File: src/hdl/yuv2rgb_pkg.sv
// ----------------------------------------------------------------------------
// yuv2rgb_pkg
// Types and constants for the 4:2:0 2x2 block to RGB888 converter
// ----------------------------------------------------------------------------
`default_nettype none

package yuv2rgb_pkg;

  localparam int SAMPLE_W = 8;
  localparam int LUMA_W   = 17;
  localparam int OFFS_W   = 9;
  localparam int TERM_W   = 18;
  localparam int SUM_W    = 19;

  localparam logic [SAMPLE_W-1:0] SAMPLE_LOW  = 8'd16;
  localparam logic [SAMPLE_W-1:0] SAMPLE_HIGH = 8'd240;
  localparam logic signed [OFFS_W-1:0] CHROMA_ZERO = 9'sd128;

  localparam logic [LUMA_W-1:0] LUMA_GAIN = 17'd298;
  localparam logic signed [TERM_W-1:0] RED_FROM_CR   = 18'sd408;
  localparam logic signed [TERM_W-1:0] GREEN_FROM_CR = -18'sd208;
  localparam logic signed [TERM_W-1:0] GREEN_FROM_CB = -18'sd100;
  localparam logic signed [TERM_W-1:0] BLUE_FROM_CB  = 18'sd517;

  localparam logic [SAMPLE_W-1:0] CHANNEL_MAX = 8'd255;

  typedef struct packed {
    logic [SAMPLE_W-1:0] luma_top_left;
    logic [SAMPLE_W-1:0] luma_top_right;
    logic [SAMPLE_W-1:0] luma_bottom_left;
    logic [SAMPLE_W-1:0] luma_bottom_right;
    logic [SAMPLE_W-1:0] chroma_blue;
    logic [SAMPLE_W-1:0] chroma_red;
  } in_t;

  typedef struct packed {
    logic [SAMPLE_W-1:0] red_top_left;
    logic [SAMPLE_W-1:0] green_top_left;
    logic [SAMPLE_W-1:0] blue_top_left;
    logic [SAMPLE_W-1:0] red_top_right;
    logic [SAMPLE_W-1:0] green_top_right;
    logic [SAMPLE_W-1:0] blue_top_right;
    logic [SAMPLE_W-1:0] red_bottom_left;
    logic [SAMPLE_W-1:0] green_bottom_left;
    logic [SAMPLE_W-1:0] blue_bottom_left;
    logic [SAMPLE_W-1:0] red_bottom_right;
    logic [SAMPLE_W-1:0] green_bottom_right;
    logic [SAMPLE_W-1:0] blue_bottom_right;
  } out_t;

  typedef struct packed {
    logic signed [TERM_W-1:0] red;
    logic signed [TERM_W-1:0] green;
    logic signed [TERM_W-1:0] blue;
  } chroma_terms_t;

  typedef struct packed {
    logic [SAMPLE_W-1:0] red;
    logic [SAMPLE_W-1:0] green;
    logic [SAMPLE_W-1:0] blue;
  } pixel_t;

endpackage

`default_nettype wire

File: src/hdl/yuv2rgb_chroma.sv
// ----------------------------------------------------------------------------
// yuv2rgb_chroma
// Clamps the shared Cb and Cr samples and forms the per-channel chroma terms
// ----------------------------------------------------------------------------
`default_nettype none

module yuv2rgb_chroma (
  input  wire logic [7:0]                 chroma_blue,
  input  wire logic [7:0]                 chroma_red,
  output yuv2rgb_pkg::chroma_terms_t      terms
);
  import yuv2rgb_pkg::*;

  logic [SAMPLE_W-1:0]      cb_clamp;
  logic [SAMPLE_W-1:0]      cr_clamp;
  logic signed [OFFS_W-1:0] cb_offs;
  logic signed [OFFS_W-1:0] cr_offs;
  logic signed [TERM_W-1:0] cb_ext;
  logic signed [TERM_W-1:0] cr_ext;

  always_comb begin
    priority if (chroma_blue < SAMPLE_LOW) begin
      cb_clamp = SAMPLE_LOW;
    end else if (chroma_blue > SAMPLE_HIGH) begin
      cb_clamp = SAMPLE_HIGH;
    end else begin
      cb_clamp = chroma_blue;
    end
    priority if (chroma_red < SAMPLE_LOW) begin
      cr_clamp = SAMPLE_LOW;
    end else if (chroma_red > SAMPLE_HIGH) begin
      cr_clamp = SAMPLE_HIGH;
    end else begin
      cr_clamp = chroma_red;
    end
  end

  assign cb_offs = $signed({1'b0, cb_clamp}) - CHROMA_ZERO;
  assign cr_offs = $signed({1'b0, cr_clamp}) - CHROMA_ZERO;
  assign cb_ext  = TERM_W'(cb_offs);
  assign cr_ext  = TERM_W'(cr_offs);

  assign terms.red   = cr_ext * RED_FROM_CR;
  assign terms.green = (cr_ext * GREEN_FROM_CR) + (cb_ext * GREEN_FROM_CB);
  assign terms.blue  = cb_ext * BLUE_FROM_CB;

endmodule

`default_nettype wire

File: src/hdl/yuv2rgb_pixel.sv
// ----------------------------------------------------------------------------
// yuv2rgb_pixel
// Luma term of one pixel, channel sums and saturation to 0..255
// ----------------------------------------------------------------------------
`default_nettype none

module yuv2rgb_pixel (
  input  wire logic [7:0]                 luma,
  input  wire yuv2rgb_pkg::chroma_terms_t terms,
  output yuv2rgb_pkg::pixel_t             rgb
);
  import yuv2rgb_pkg::*;

  logic [SAMPLE_W-1:0]     luma_offs;
  logic [LUMA_W-1:0]       luma_term;
  logic signed [SUM_W-1:0] luma_ext;

  function automatic logic [SAMPLE_W-1:0] saturate(input logic signed [SUM_W-1:0] sum);
    logic [SUM_W-9:0] q;
    q = sum[SUM_W-1:8];
    if (sum[SUM_W-1]) begin
      return '0;
    end else if (q > (SUM_W-8)'(CHANNEL_MAX)) begin
      return CHANNEL_MAX;
    end else begin
      return q[SAMPLE_W-1:0];
    end
  endfunction

  always_comb begin
    priority if (luma < SAMPLE_LOW) begin
      luma_offs = '0;
    end else if (luma > SAMPLE_HIGH) begin
      luma_offs = SAMPLE_HIGH - SAMPLE_LOW;
    end else begin
      luma_offs = luma - SAMPLE_LOW;
    end
  end

  assign luma_term = LUMA_W'(luma_offs) * LUMA_GAIN;
  assign luma_ext  = $signed({2'b00, luma_term});

  assign rgb.red   = saturate(luma_ext + SUM_W'(terms.red));
  assign rgb.green = saturate(luma_ext + SUM_W'(terms.green));
  assign rgb.blue  = saturate(luma_ext + SUM_W'(terms.blue));

endmodule

`default_nettype wire

File: src/hdl/yuv420_block_to_rgb_core.sv
// ----------------------------------------------------------------------------
// yuv420_block_to_rgb_core
// Converts one 2x2 block of a 4:2:0 picture into four RGB888 pixels
//
// in_data carries four luma bytes and the shared Cb and Cr bytes; out_data
// carries red, green and blue for each of the four pixels (BT.601 integer).
// Both channels are valid/ready; a beat moves at a clock edge with valid and
// ready both high.
// An accepted beat goes into the input register, then, once the result
// register can take it, into the result register that drives out_data.
// Throughput: one block per cycle while out_ready stays high, set by the
// input register feeding the conversion logic and the result register.
// When the receiver stalls, the result register holds its beat and the input
// register still takes one more beat; in_ready then drops until out_ready.
// Reset (rst_n low, synchronous) empties both registers; only the valid flags are reset.
// ----------------------------------------------------------------------------
`default_nettype none

module yuv420_block_to_rgb_core (
  input  wire logic              clk,
  input  wire logic              rst_n,
  input  wire logic              in_valid,
  output logic                   in_ready,
  input  wire yuv2rgb_pkg::in_t  in_data,
  output logic                   out_valid,
  input  wire logic              out_ready,
  output yuv2rgb_pkg::out_t      out_data
);
  import yuv2rgb_pkg::*;

  logic          s1_valid_r;
  in_t           s1_data_r;
  logic          out_valid_r;
  out_t          out_data_r;
  logic          s1_adv;
  chroma_terms_t terms;
  pixel_t        px_tl;
  pixel_t        px_tr;
  pixel_t        px_bl;
  pixel_t        px_br;
  out_t          out_data_nxt;

  assign s1_adv   = !out_valid_r || out_ready;
  assign in_ready = !s1_valid_r || s1_adv;

  always_ff @(posedge clk) begin
    if (!rst_n) begin
      s1_valid_r <= 1'b0;
    end else if (in_ready) begin
      s1_valid_r <= in_valid;
    end
  end

  always_ff @(posedge clk) begin
    if (in_valid && in_ready) begin
      s1_data_r <= in_data;
    end
  end

  yuv2rgb_chroma u_chroma (
    .chroma_blue (s1_data_r.chroma_blue),
    .chroma_red  (s1_data_r.chroma_red),
    .terms       (terms)
  );

  yuv2rgb_pixel u_px_tl (.luma(s1_data_r.luma_top_left),     .terms(terms), .rgb(px_tl));
  yuv2rgb_pixel u_px_tr (.luma(s1_data_r.luma_top_right),    .terms(terms), .rgb(px_tr));
  yuv2rgb_pixel u_px_bl (.luma(s1_data_r.luma_bottom_left),  .terms(terms), .rgb(px_bl));
  yuv2rgb_pixel u_px_br (.luma(s1_data_r.luma_bottom_right), .terms(terms), .rgb(px_br));

  always_comb begin
    out_data_nxt.red_top_left       = px_tl.red;
    out_data_nxt.green_top_left     = px_tl.green;
    out_data_nxt.blue_top_left      = px_tl.blue;
    out_data_nxt.red_top_right      = px_tr.red;
    out_data_nxt.green_top_right    = px_tr.green;
    out_data_nxt.blue_top_right     = px_tr.blue;
    out_data_nxt.red_bottom_left    = px_bl.red;
    out_data_nxt.green_bottom_left  = px_bl.green;
    out_data_nxt.blue_bottom_left   = px_bl.blue;
    out_data_nxt.red_bottom_right   = px_br.red;
    out_data_nxt.green_bottom_right = px_br.green;
    out_data_nxt.blue_bottom_right  = px_br.blue;
  end

  always_ff @(posedge clk) begin
    if (!rst_n) begin
      out_valid_r <= 1'b0;
    end else if (s1_adv) begin
      out_valid_r <= s1_valid_r;
    end
  end

  always_ff @(posedge clk) begin
    if (s1_adv && s1_valid_r) begin
      out_data_r <= out_data_nxt;
    end
  end

  assign out_valid = out_valid_r;
  assign out_data  = out_data_r;

  // input stage must hold a beat while the result register is blocked
  a_s1_hold: assert property (@(posedge clk) disable iff (!rst_n)
    s1_valid_r && !s1_adv |=> s1_valid_r)
    else $error("input stage lost a beat while stalled");

  // an empty input stage always takes a beat
  a_ready_empty: assert property (@(posedge clk) disable iff (!rst_n)
    !s1_valid_r |-> in_ready)
    else $error("in_ready low with empty input stage");

  // an accepted beat lands in the input stage
  a_accept_lands: assert property (@(posedge clk) disable iff (!rst_n)
    in_valid && in_ready |=> s1_valid_r)
    else $error("accepted beat missing from input stage");

  // a beat leaving the input stage shows up as a result
  a_s1_to_out: assert property (@(posedge clk) disable iff (!rst_n)
    s1_valid_r && s1_adv |=> out_valid_r)
    else $error("beat from input stage not presented");

endmodule

`default_nettype wire

File: config.mk
export PLATFORM = sky130hd
export DESIGN_NAME = yuv420_block_to_rgb_core
export DESIGN_NICKNAME = d
export VERILOG_FILES = /design/src/hdl/yuv2rgb_pkg.sv /design/src/hdl/yuv2rgb_chroma.sv /design/src/hdl/yuv2rgb_pixel.sv /design/src/hdl/yuv420_block_to_rgb_core.sv
export SDC_FILE = /design/constraint.sdc
export NUM_CORES = 1
export LEC_CHECK = 0
export BUFFER_PORTS_ARGS = -buffer_cell sky130_fd_sc_hd__buf_2
export CORE_AREA = 2 2 245 247
export DETAILED_ROUTE_END_ITERATION = 6
export DIE_AREA = 0 0 247 249
export PLACE_DENSITY = 0.5
export SLEW_MARGIN = 20
export SYNTH_ARGS = -nofsm -noshare
export SYNTH_HDL_FRONTEND = slang
export SYNTH_SLANG_ARGS = --single-unit
File: constraint.sdc
create_clock -name clk -period 20 [get_ports clk]
set_clock_uncertainty 0.05 [all_clocks]
set_input_delay 2 -clock clk [delete_from_list [all_inputs] [get_ports clk]]
set_output_delay 2 -clock clk [all_outputs]
set_load 0.02 [all_outputs]
==> impl_metrics.json, run 1 <==
{
  "maxSlewViolCount": 0,
  "grt_pass1_wl_um": 88100,
  "cts_tree": "yes",
  "ys.flop_type": "edfxtp_1",
  "yosys_warnings": 0,
  "rsz0062_at_grt": "false",
  "ctsRootBufferMaster": "clkbuf_16",
  "post-cts-setup-buffers": 0,
  "finalSetupViolCount": 0,
  "grt-ovfl-total": 0,
  "critical_path_class": "reg -> reg",
  "synth_area_um2": 20400,
  "vias": 16400,
  "critPathMaxFanout": 8,
  "fin_nets": 2961,
  "outcome": "finished clean",
  "die_h_um": 249,
  "fin_crit_sh_pct": 40.5,
  "drt_iter0_markers": 1071,
  "arrival_ns": 8.25,
  "die_x_um": 247,
  "cts-resized-gates": 0,
  "synth_cell_types": 78,
  "min_period_ns": 8.10,
  "async_reset_ff_share_pct": 0,
  "ys_seq_area_share_pct": 21.4,
  "worstHoldPathType": "reg -> reg",
  "clock_sinks": 146,
  "syn_nets": 2799,
  "routedWlPerCell_um": 18.0,
  "place_ws_ns": 11.96,
  "yosysMostFrequentCell": "ha_1",
  "drtAntennaViolNets": 0,
  "grt_max_degree": 74,
  "setup_tns_ns": 0,
  "synth_area_leaders": "ha_1, edfxtp_1, fa_1",
  "multi_input_area_um2": 14900,
  "routed_wl_um": 57200,
  "diodes": 0,
  "insertion_delay_ns": 0.50,
  "synth.avg_cell_area_um2": 9.18,
  "crit_path_start_kind": "flop",
  "grt_use_total_pct": 18.8,
  "tightestPinTransition_ns": 1.10,
  "yosysTopAreaCell": "ha_1",
  "num_io_pins": 150,
  "routed_via_density": 5.18,
  "ys_top_cells_by_count": "ha_1, inv_1, a21oi_1",
  "area_growth_pct": 11.6,
  "first_global_vias": 15800,
  "clk_path_buf_depth": 2,
  "synth_edf_count": 144,
  "rrSetupSlack_ns": 11.90,
  "ys_ff_latch": 146,
  "synth_top_area_share_pct": 28.5,
  "hold_depth": 1,
  "layout-drive-gt1-share_pct": 9.85,
  "final-seq-area_um2": 4360,
  "drv_cap": 0,
  "dr.pass1.iters": 5,
  "num_rows": 89,
  "cp-end-kind": "flop",
  "initial_core_util_pct": 34.7,
  "dpl.hpwl_um": 47900,
  "required_ns": 20.15,
  "fillers": 5855,
  "postCtsHoldBufs": 0,
  "final-hold-violation-count": 0,
  "syn_inst": 2220,
  "drc": 0,
  "portBuffers": 149,
  "r2r_cells": 26,
  "cts.clk_slew.worst_paths_ns": 0.07,
  "numCtsBuffers": 17,
  "antenna_found_initial": 0,
  "core_area_um2": 58700,
  "timing.slew.headroom_pct": 26.3,
  "h-tree-depth": 4,
  "place_congestion": 0.912,
  "die_area_um2": 61500,
  "max_freq_mhz": 123,
  "fin_ws_ns": 11.90
}
-- worst paths after layout --
| kind | startpoint | to |
|---|---|---|
| worst max-delay path | s1_data_r[15]$_DFFE_PP_ | out_data[59]$_SDFFCE_PP0P_ |
| worst min register to register | s1_valid_r$_SDFFE_PN0N_ | out_valid$_SDFFE_PN0P_ |
| worst max register to register | s1_data_r[15]$_DFFE_PP_ | out_data[59]$_SDFFCE_PP0P_ |
| worst min-delay path | s1_valid_r$_SDFFE_PN0N_ | out_valid$_SDFFE_PN0P_ |
-- cell usage in the layout, fill, tap and decap left out, types with 8 or more instances in the layout --
cell type,count
a31oi_1,14
clkbuf_16,17
a211oi_1,21
buf_4,20
nor3_1,78
or3_1,14
nand3_1,44
nand4_1,12
or2_2,19
nor2_1,122
o31ai_1,8
buf_2,149
ha_1,464
fa_1,63
xnor2_1,123
a21boi_0,8
and3_1,18
o21bai_1,17
and2_1,31
o21a_1,64
a31o_2,11
a2111oi_0,11
inv_1,281
nand2_1,85
o211ai_1,16
edfxtp_1,144
nand2b_1,30
nor3b_1,10
nor2b_1,31
o21ai_0,95
xor2_1,38
a21o_1,58
a21oi_1,150
-- worst max-delay path: stages, from the launching register on --
cell and delay, ns:
edfxtp_1 0.44, inv_1 0.19, ha_1 0.27, or3b_4 0.41
nand3_1 0.39, inv_1 0.26, fa_1 0.56, inv_1 0.06
fa_1 0.48, ha_1 0.31, ha_1 0.34, a21oi_1 0.23
o21bai_1 0.09, a21oi_1 0.22, nor2b_1 0.08, o21a_1 0.18
nor2_1 0.11, xnor2_1 0.14, ha_1 0.30, o31ai_1 0.28
a31oi_1 0.12, xor2_2 0.77, ha_1 0.37, a21oi_1 0.14
o21ai_0 0.16, a211oi_1 0.75, a21oi_1 0.12
-- logic make-up (layout without fill, tap and decap cells) --
kind of cell,count (synthesis),after routing,share of synthesized area (%)
xor+xnor,166,166,7.41
fa+ha+maj,528,528,34.7
flops,146,146,21.4
buf+inv,308,483,5.72
compound gates,544,544,17.4
simple gates,523,523,13.0
mux,5,5,0.252
-- registers in the layout, summed over array words and instances (netlist names) --
| signal | count |
|---|---|
| s1_data_r | 48 |
| out_data | 96 |
| out_valid | 1 |
| s1_valid_r | 1 |
-- area by class of cell --
cell class	instances	area share (%)
clock buffer	20	1.96
timing repair buffer	169	3.94
tap	773	4.25
sequential	146	19.2
inverter	282	4.66
multi-input combinational	1766	65.4
clock inverter	12	0.644
-- per-layer routing --
layer	global-route usage (%)	share of wire [%]	vias to the layer above
met4	5.90	2.3	0
met3	3.06	3.8	63
met5	0	0	-
li1	-	-	8349
met2	29.3	44	303
met1	26.3	50	7708
-- per-stage QoR --
step	utilization [%]	hold WS (ns)	cells	area (um2)
after floorplan	-	0.427	2220	20400
after global placement	37.8	0.444	3136	22200
after detailed placement	37.8	0.459	3136	22200
after CTS	38.8	0.475	3168	22700
after global routing	38.8	0.520	3168	22700
final	38.8	0.471	3168	22700
Power of run 1 is not shown: default switching activity piles up to over one toggle a cycle in this logic, so the estimate is an artifact.
==> inputs of run 2 (changes only) <==
--- a/config.mk
+++ b/config.mk
@@ -5,10 +5,11 @@
 export SDC_FILE = /design/constraint.sdc
 export NUM_CORES = 1
 export LEC_CHECK = 0
+export ABC_AREA = 1
 export BUFFER_PORTS_ARGS = -buffer_cell sky130_fd_sc_hd__buf_2
-export CORE_AREA = 2 2 245 247
+export CORE_AREA = 2 2 256 258
 export DETAILED_ROUTE_END_ITERATION = 6
-export DIE_AREA = 0 0 247 249
+export DIE_AREA = 0 0 258 260
 export PLACE_DENSITY = 0.5
 export SLEW_MARGIN = 20
 export SYNTH_ARGS = -nofsm -noshare
==> constraint.sdc (replaced) <==
create_clock -name clk -period 7.65 [get_ports clk]
set_clock_uncertainty 0.05 [all_clocks]
set_input_delay 0.765 -clock clk [delete_from_list [all_inputs] [get_ports clk]]
set_output_delay 0.765 -clock clk [all_outputs]
set_load 0.02 [all_outputs]
==> run 2 against run 1 <==
- cell count increased by 28%
- highest routed layer unchanged
- critical path type unchanged
- via count increased by 26%
- synthesized cell count increased by 34%
- flip-flop and latch count unchanged
- setup slack got worse by 11 ns
==> impl_metrics.json, run 2 <==
{
  "grt_use_total_pct": 22.3,
  "rr_endpoint": "out_data[80]$_SDFFCE_PP0P_",
  "outcome": "finished clean",
  "postCtsHoldBufs": 0,
  "synth.avg_cell_area_um2": 7.52,
  "dr.pass1.iters": 6,
  "arrival_ns": 7.32,
  "clock_sinks": 146,
  "worstHoldPathType": "in -> reg",
  "async_reset_ff_share_pct": 0,
  "routed_wl_um": 74400,
  "final_common_cell": "nand2_1",
  "holdWs_ns": 0.388,
  "slowest_delay_ns": 0.48,
  "drtAntennaViolNets": 0,
  "dpl.hpwl_um": 60800,
  "endpoint": "out_data[80]$_SDFFCE_PP0P_",
  "grt-ovfl-total": 0,
  "timing.slew.headroom_pct": 38.8,
  "fin_cells": 4048,
  "core_area_um2": 64100,
  "required_ns": 7.85,
  "drt_iter0_markers": 1180,
  "die_area_um2": 67100,
  "ys_seq_area_share_pct": 19.5,
  "dp_cells": 4012,
  "syn_nets": 3554,
  "crit_path_start_kind": "flop",
  "grt_pass1_wl_um": 114000,
  "cpMaxStageDelayCell": "fa_1",
  "yosysTopAreaCell": "ha_1",
  "num_io_pins": 150,
  "portBuffers": 149,
  "initial_core_util_pct": 34.9,
  "utilization_pct": 39.3,
  "place_congestion": 0.927,
  "cp_common_cell": "nand2_1",
  "r2r_cells": 39,
  "die_h_um": 260,
  "final_cell_mix": "nand2_1, inv_1, ha_1",
  "numCtsBuffers": 17,
  "syn_inst": 2975,
  "ctsRootBufferMaster": "clkbuf_16",
  "critPathMaxFanout": 8,
  "finalSetupViolCount": 0,
  "clk_path_buf_depth": 2,
  "synth_cell_types": 44,
  "cp-startpoint": "s1_data_r[14]$_DFFE_PP_",
  "layout-drive-gt1-share_pct": 8.93,
  "tightestPinTransition_ns": 0.914,
  "min_period_ns": 7.12,
  "largest_register_ffs": 96,
  "diodes": 0,
  "fin_crit_sh_pct": 93.1,
  "ys_ff_latch": 146,
  "fin_nets": 3759,
  "area_growth_pct": 12.7,
  "synth_top_area_share_pct": 26.0,
  "r2r-start": "s1_data_r[14]$_DFFE_PP_",
  "critical_path_class": "reg -> reg",
  "h-tree-depth": 4,
  "synth_area_leaders": "ha_1, edfxtp_1, nand2_1",
  "drv_cap": 0,
  "grt_max_degree": 50,
  "place_area_um2": 24500,
  "cts.clk_slew.worst_paths_ns": 0.08,
  "rrSetupSlack_ns": 0.53,
  "antenna_found_initial": 2,
  "synth_area_um2": 22400,
  "num_rows": 93,
  "routed_via_density": 5.13,
  "fin_area_um2": 25200,
  "routedWlPerCell_um": 18.4,
  "yosysMostFrequentCell": "nand2_1",
  "vias": 20700,
  "first_global_vias": 20200,
  "insertion_delay_ns": 0.50,
  "drc": 0,
  "final-hold-violation-count": 0,
  "ys_top_cells_by_count": "nand2_1, ha_1, inv_1",
  "die_x_um": 258,
  "cts_tree": "yes",
  "max_freq_mhz": 140,
  "synth_edf_count": 144,
  "yosys_warnings": 0,
  "ys.flop_type": "edfxtp_1",
  "cp-end-kind": "flop",
  "maxSlewViolCount": 0
}
run 2: cell types whose count changed after synthesis, sizes merged, moves of 21 or more:
cell	delta
nand2	+572
inv	+185
a21oi	+165
nor2	+94
nand3	+92
a31oi	+63
o21a	-58
a21o	-43
nor3	-39
and2	-34
nor2b	-32
nand2b	-30
o21ai	+21
xnor2	-21
run 2: worst min path at each step:
stage	from	endpoint	cells past startpoint
global route	in_data[1]	s1_data_r[1]$_DFFE_PP_	1
global placement	s1_valid_r$_SDFFE_PN0N_	out_valid$_SDFFE_PN0P_	2
finish	in_data[25]	s1_data_r[25]$_DFFE_PP_	1
floorplan	s1_valid_r$_SDFFE_PN0N_	out_valid$_SDFFE_PN0P_	2
CTS	in_data[42]	s1_data_r[42]$_DFFE_PP_	1
detailed placement	out_valid$_SDFFE_PN0P_	out_valid$_SDFFE_PN0P_	2
run 2: cell type report:
| cell class | count | area, um2 |
|---|---|---|
| fillers | 6721 | 38900 |
| multi-input cells | 2361 | 16400 |
| flip-flops and latches | 146 | 4360 |
| inverters | 466 | 1750 |
| well taps | 855 | 1070 |
| repair buffers | 188 | 1040 |
| clock buffers | 17 | 425 |
| clock inverters | 15 | 184 |
run 2: cell families (layout without fill, tap and decap cells):
logic type               after synthesis  in the layout  synth area share (%)
AND/OR/NAND/NOR                     1106           1106                  20.8
adder cells (fa/ha/maj)              527            527                  31.6
flip-flops                           146            146                  19.5
buffers and inverters                468            686                  7.85
XOR/XNOR                             156            156                  6.11
AO/OA/AOI/OAI                        572            572                  14.1
run 2: per-layer routing:
| metal | part of all wire (%) | track usage, % | vias to the layer above |
|---|---|---|---|
| met3 | 3.8 | 2.99 | 109 |
| met5 | 0 | 0 | - |
| met2 | 46 | 37.9 | 447 |
| li1 | - | - | 10500 |
| met1 | 45 | 27.8 | 9683 |
| met4 | 4.9 | 10.9 | 0 |
run 2: worst max-delay path: cells and delay by family, from the launching register on:
| kind | cells | cell delay [ns] |
|---|---|---|
| AO/OA/AOI/OAI | 9 | 1.48 |
| XOR/XNOR | 2 | 0.44 |
| adder cells (fa/ha/maj) | 8 | 2.73 |
| buffers and inverters | 8 | 0.64 |
| flip-flops | 1 | 0.43 |
| AND/OR/NAND/NOR | 12 | 1.10 |
run 2: repair_timing:
action / in CTS / in global routing
resized for setup: 0 / 22
setup endpoints to repair: 0 / 32
setup buffers: 0 / 4
run 2: through the flow:
step	setup TNS (ns)	setup slack, ns
floorplan	0	0.878
global placement	0	0.184
detailed placement	0	0.0382
CTS	0	0.0189
global route	-0.0118	-0.0118
finish	0	0.525
Power of run 2 is left out for the same reason.
==> inputs of run 3 (changes only) <==
--- a/config.mk
+++ b/config.mk
@@ -10,6 +10,7 @@
 export CORE_AREA = 2 2 256 258
 export DETAILED_ROUTE_END_ITERATION = 6
 export DIE_AREA = 0 0 258 260
+export MAX_ROUTING_LAYER = met4
 export PLACE_DENSITY = 0.5
 export SLEW_MARGIN = 20
 export SYNTH_ARGS = -nofsm -noshare
==> run 3 against run 2 <==
- first-iteration DRC count rose by 7.3%
- register-to-register slack about the same
- critical endpoint is now out_data[10]$_SDFFCE_PP0P_
- via count shrank 0.38%
- largest cell class unchanged
- final area is 0.23% higher
- sequential share of layout area hardly changed
- setup slack improved by 0.0062 ns
- utilization increased by 0.090 points
- critical path type unchanged
- cell count unchanged
==> impl_metrics.json, run 3 (synthesis results as in run 2) <==
{
  "outcome": "finished clean",
  "clk_path_buf_depth": 2,
  "dp_cells": 4011,
  "rr_endpoint": "out_data[10]$_SDFFCE_PP0P_",
  "drtAntennaViolNets": 0,
  "cp-end-kind": "flop",
  "drv_cap": 0,
  "largest_register_ffs": 96,
  "routed_via_density": 5.11,
  "grt-ovfl-total": 0,
  "worstHoldPathType": "in -> reg",
  "rrSetupSlack_ns": 0.53,
  "drc": 0,
  "final_cell_mix": "nand2_1, inv_1, ha_1",
  "cpMaxStageDelayCell": "fa_1",
  "antenna_found_initial": 0,
  "vias": 20700,
  "r2r_cells": 37,
  "grtUsageMet1_pct": 28.8,
  "grt_pass1_wl_um": 115000,
  "num_rows": 93,
  "r2r-start": "s1_data_r[14]$_DFFE_PP_",
  "postCtsHoldBufs": 0,
  "core_area_um2": 64100,
  "gr-max-usage-layer": "met2",
  "clock_sinks": 146,
  "utilization_pct": 39.4,
  "tightestPinTransition_ns": 0.917,
  "worst_hold_startpoint": "in_data[47]",
  "numCtsBuffers": 17,
  "critical_path_class": "reg -> reg",
  "timing.slew.headroom_pct": 38.8,
  "crit_path_start_kind": "flop",
  "maxSlewViolCount": 0,
  "fin_cells": 4048,
  "finalSetupViolCount": 0,
  "layout-drive-gt1-share_pct": 9.05,
  "first_global_vias": 20200,
  "fillers": 6619,
  "hold_path_end": "s1_data_r[47]$_DFFE_PP_",
  "initial_core_util_pct": 34.9,
  "cts.clk_slew.worst_paths_ns": 0.08,
  "die_h_um": 260,
  "rsz0062_at_grt": "false",
  "grtUsageMet2_pct": 38.3,
  "slowest_delay_ns": 0.48,
  "final-hold-violation-count": 0,
  "drt_iter0_markers": 1266,
  "cp_common_cell": "inv_1",
  "dr.pass1.iters": 5,
  "area_growth_pct": 12.9,
  "routed_wl_um": 74900,
  "min_period_ns": 7.12,
  "cts_tree": "yes",
  "critPathMaxFanout": 8,
  "final_common_cell": "nand2_1",
  "required_ns": 7.83,
  "grt_use_met3_pct": 2.57,
  "ctsRootBufferMaster": "clkbuf_16",
  "grt_max_degree": 50,
  "hold_depth": 1,
  "max_freq_mhz": 140,
  "routedWlPerCell_um": 18.5,
  "grt_use_total_pct": 23.3,
  "die_x_um": 258,
  "h-tree-depth": 4,
  "insertion_delay_ns": 0.50,
  "place_congestion": 0.934,
  "die_area_um2": 67100,
  "fin_crit_sh_pct": 93.0,
  "portBuffers": 149,
  "fin_nets": 3758,
  "arrival_ns": 7.30,
  "dpl.hpwl_um": 61200,
  "num_io_pins": 150
}
[run 3: cell types whose count changed in the layout (fill, tap and decap cells not counted), moves of 2 or more]
cell,previous run,this run
a21oi_2,3,5
clkinv_8,5,2
inv_6,3,5
o21ai_1,6,3
a21oi_1,308,306
o21ai_0,116,119
bufinv_16,0,3
[run 3: layout make-up]
cell class / instances / area, um2 / area share [%]
Tap cell: 855 / 1070 / 4.24
Clock inverter: 15 / 215 / 0.852
Sequential cell: 146 / 4360 / 17.3
Antenna cell: 1 / 2.50 / 0.00991
Inverter: 466 / 1750 / 6.92
Timing Repair Buffer: 187 / 1030 / 4.08
Clock buffer: 17 / 425 / 1.68
Multi-Input combinational cell: 2361 / 16400 / 64.9
[run 3: layer usage]
layer / vias to the layer above / wire length (um)
met3: 95 / 3060
met2: 440 / 35000
li1: 10500 / -
met1: 9632 / 33500
met4: 0 / 3290
met5: - / 0
[run 3: repair_timing]
item	CTS	global route
resized for setup	1	22
setup endpoints to repair	5	32
pin swaps	0	2
hold endpoints to repair	0	0
setup buffers	0	4
[run 3: critical path: cells and delay by family, from the launching register on]
| family | cells | cell delay, ns |
|---|---|---|
| AOI/OAI and AO/OA | 9 | 1.59 |
| xor gates and xnor gates | 2 | 0.26 |
| adders and majority gates | 8 | 2.85 |
| buffers and inverters | 8 | 0.63 |
| DFF | 1 | 0.40 |
| and+or+nand+nor | 10 | 1.08 |
[run 3: through the flow]
step / cell area, um2 / setup slack, ns / setup TNS [ns] / hold WS (ns)
final: 25300 / 0.532 / 0 / 0.386
after global routing: 25300 / 0.00651 / 0 / 0.359
after CTS: 25100 / 0.109 / 0 / 0.344
after detailed placement: 24500 / -0.00893 / -0.0251 / 0.474
after global placement: 24500 / 0.175 / 0 / 0.459
after floorplan: 22400 / 0.878 / 0 / 0.397
[run 3: how the worst max path moves through the flow]
stage | from | endpoint | slack, ns | cells past startpoint
after floorplan | s1_data_r[14]$_DFFE_PP_ | out_data[10]$_SDFFCE_PP0P_ | 0.88 | 36
after global placement | s1_data_r[14]$_DFFE_PP_ | out_data[10]$_SDFFCE_PP0P_ | 0.18 | 36
after detailed placement | s1_data_r[14]$_DFFE_PP_ | out_data[10]$_SDFFCE_PP0P_ | -0.009 | 36
after CTS | s1_data_r[14]$_DFFE_PP_ | out_data[10]$_SDFFCE_PP0P_ | 0.11 | 36
after global routing | s1_data_r[14]$_DFFE_PP_ | out_data[12]$_SDFFCE_PP0P_ | 0.007 | 37
final | s1_data_r[14]$_DFFE_PP_ | out_data[10]$_SDFFCE_PP0P_ | 0.53 | 37
Power of run 3 is left out for the same reason.
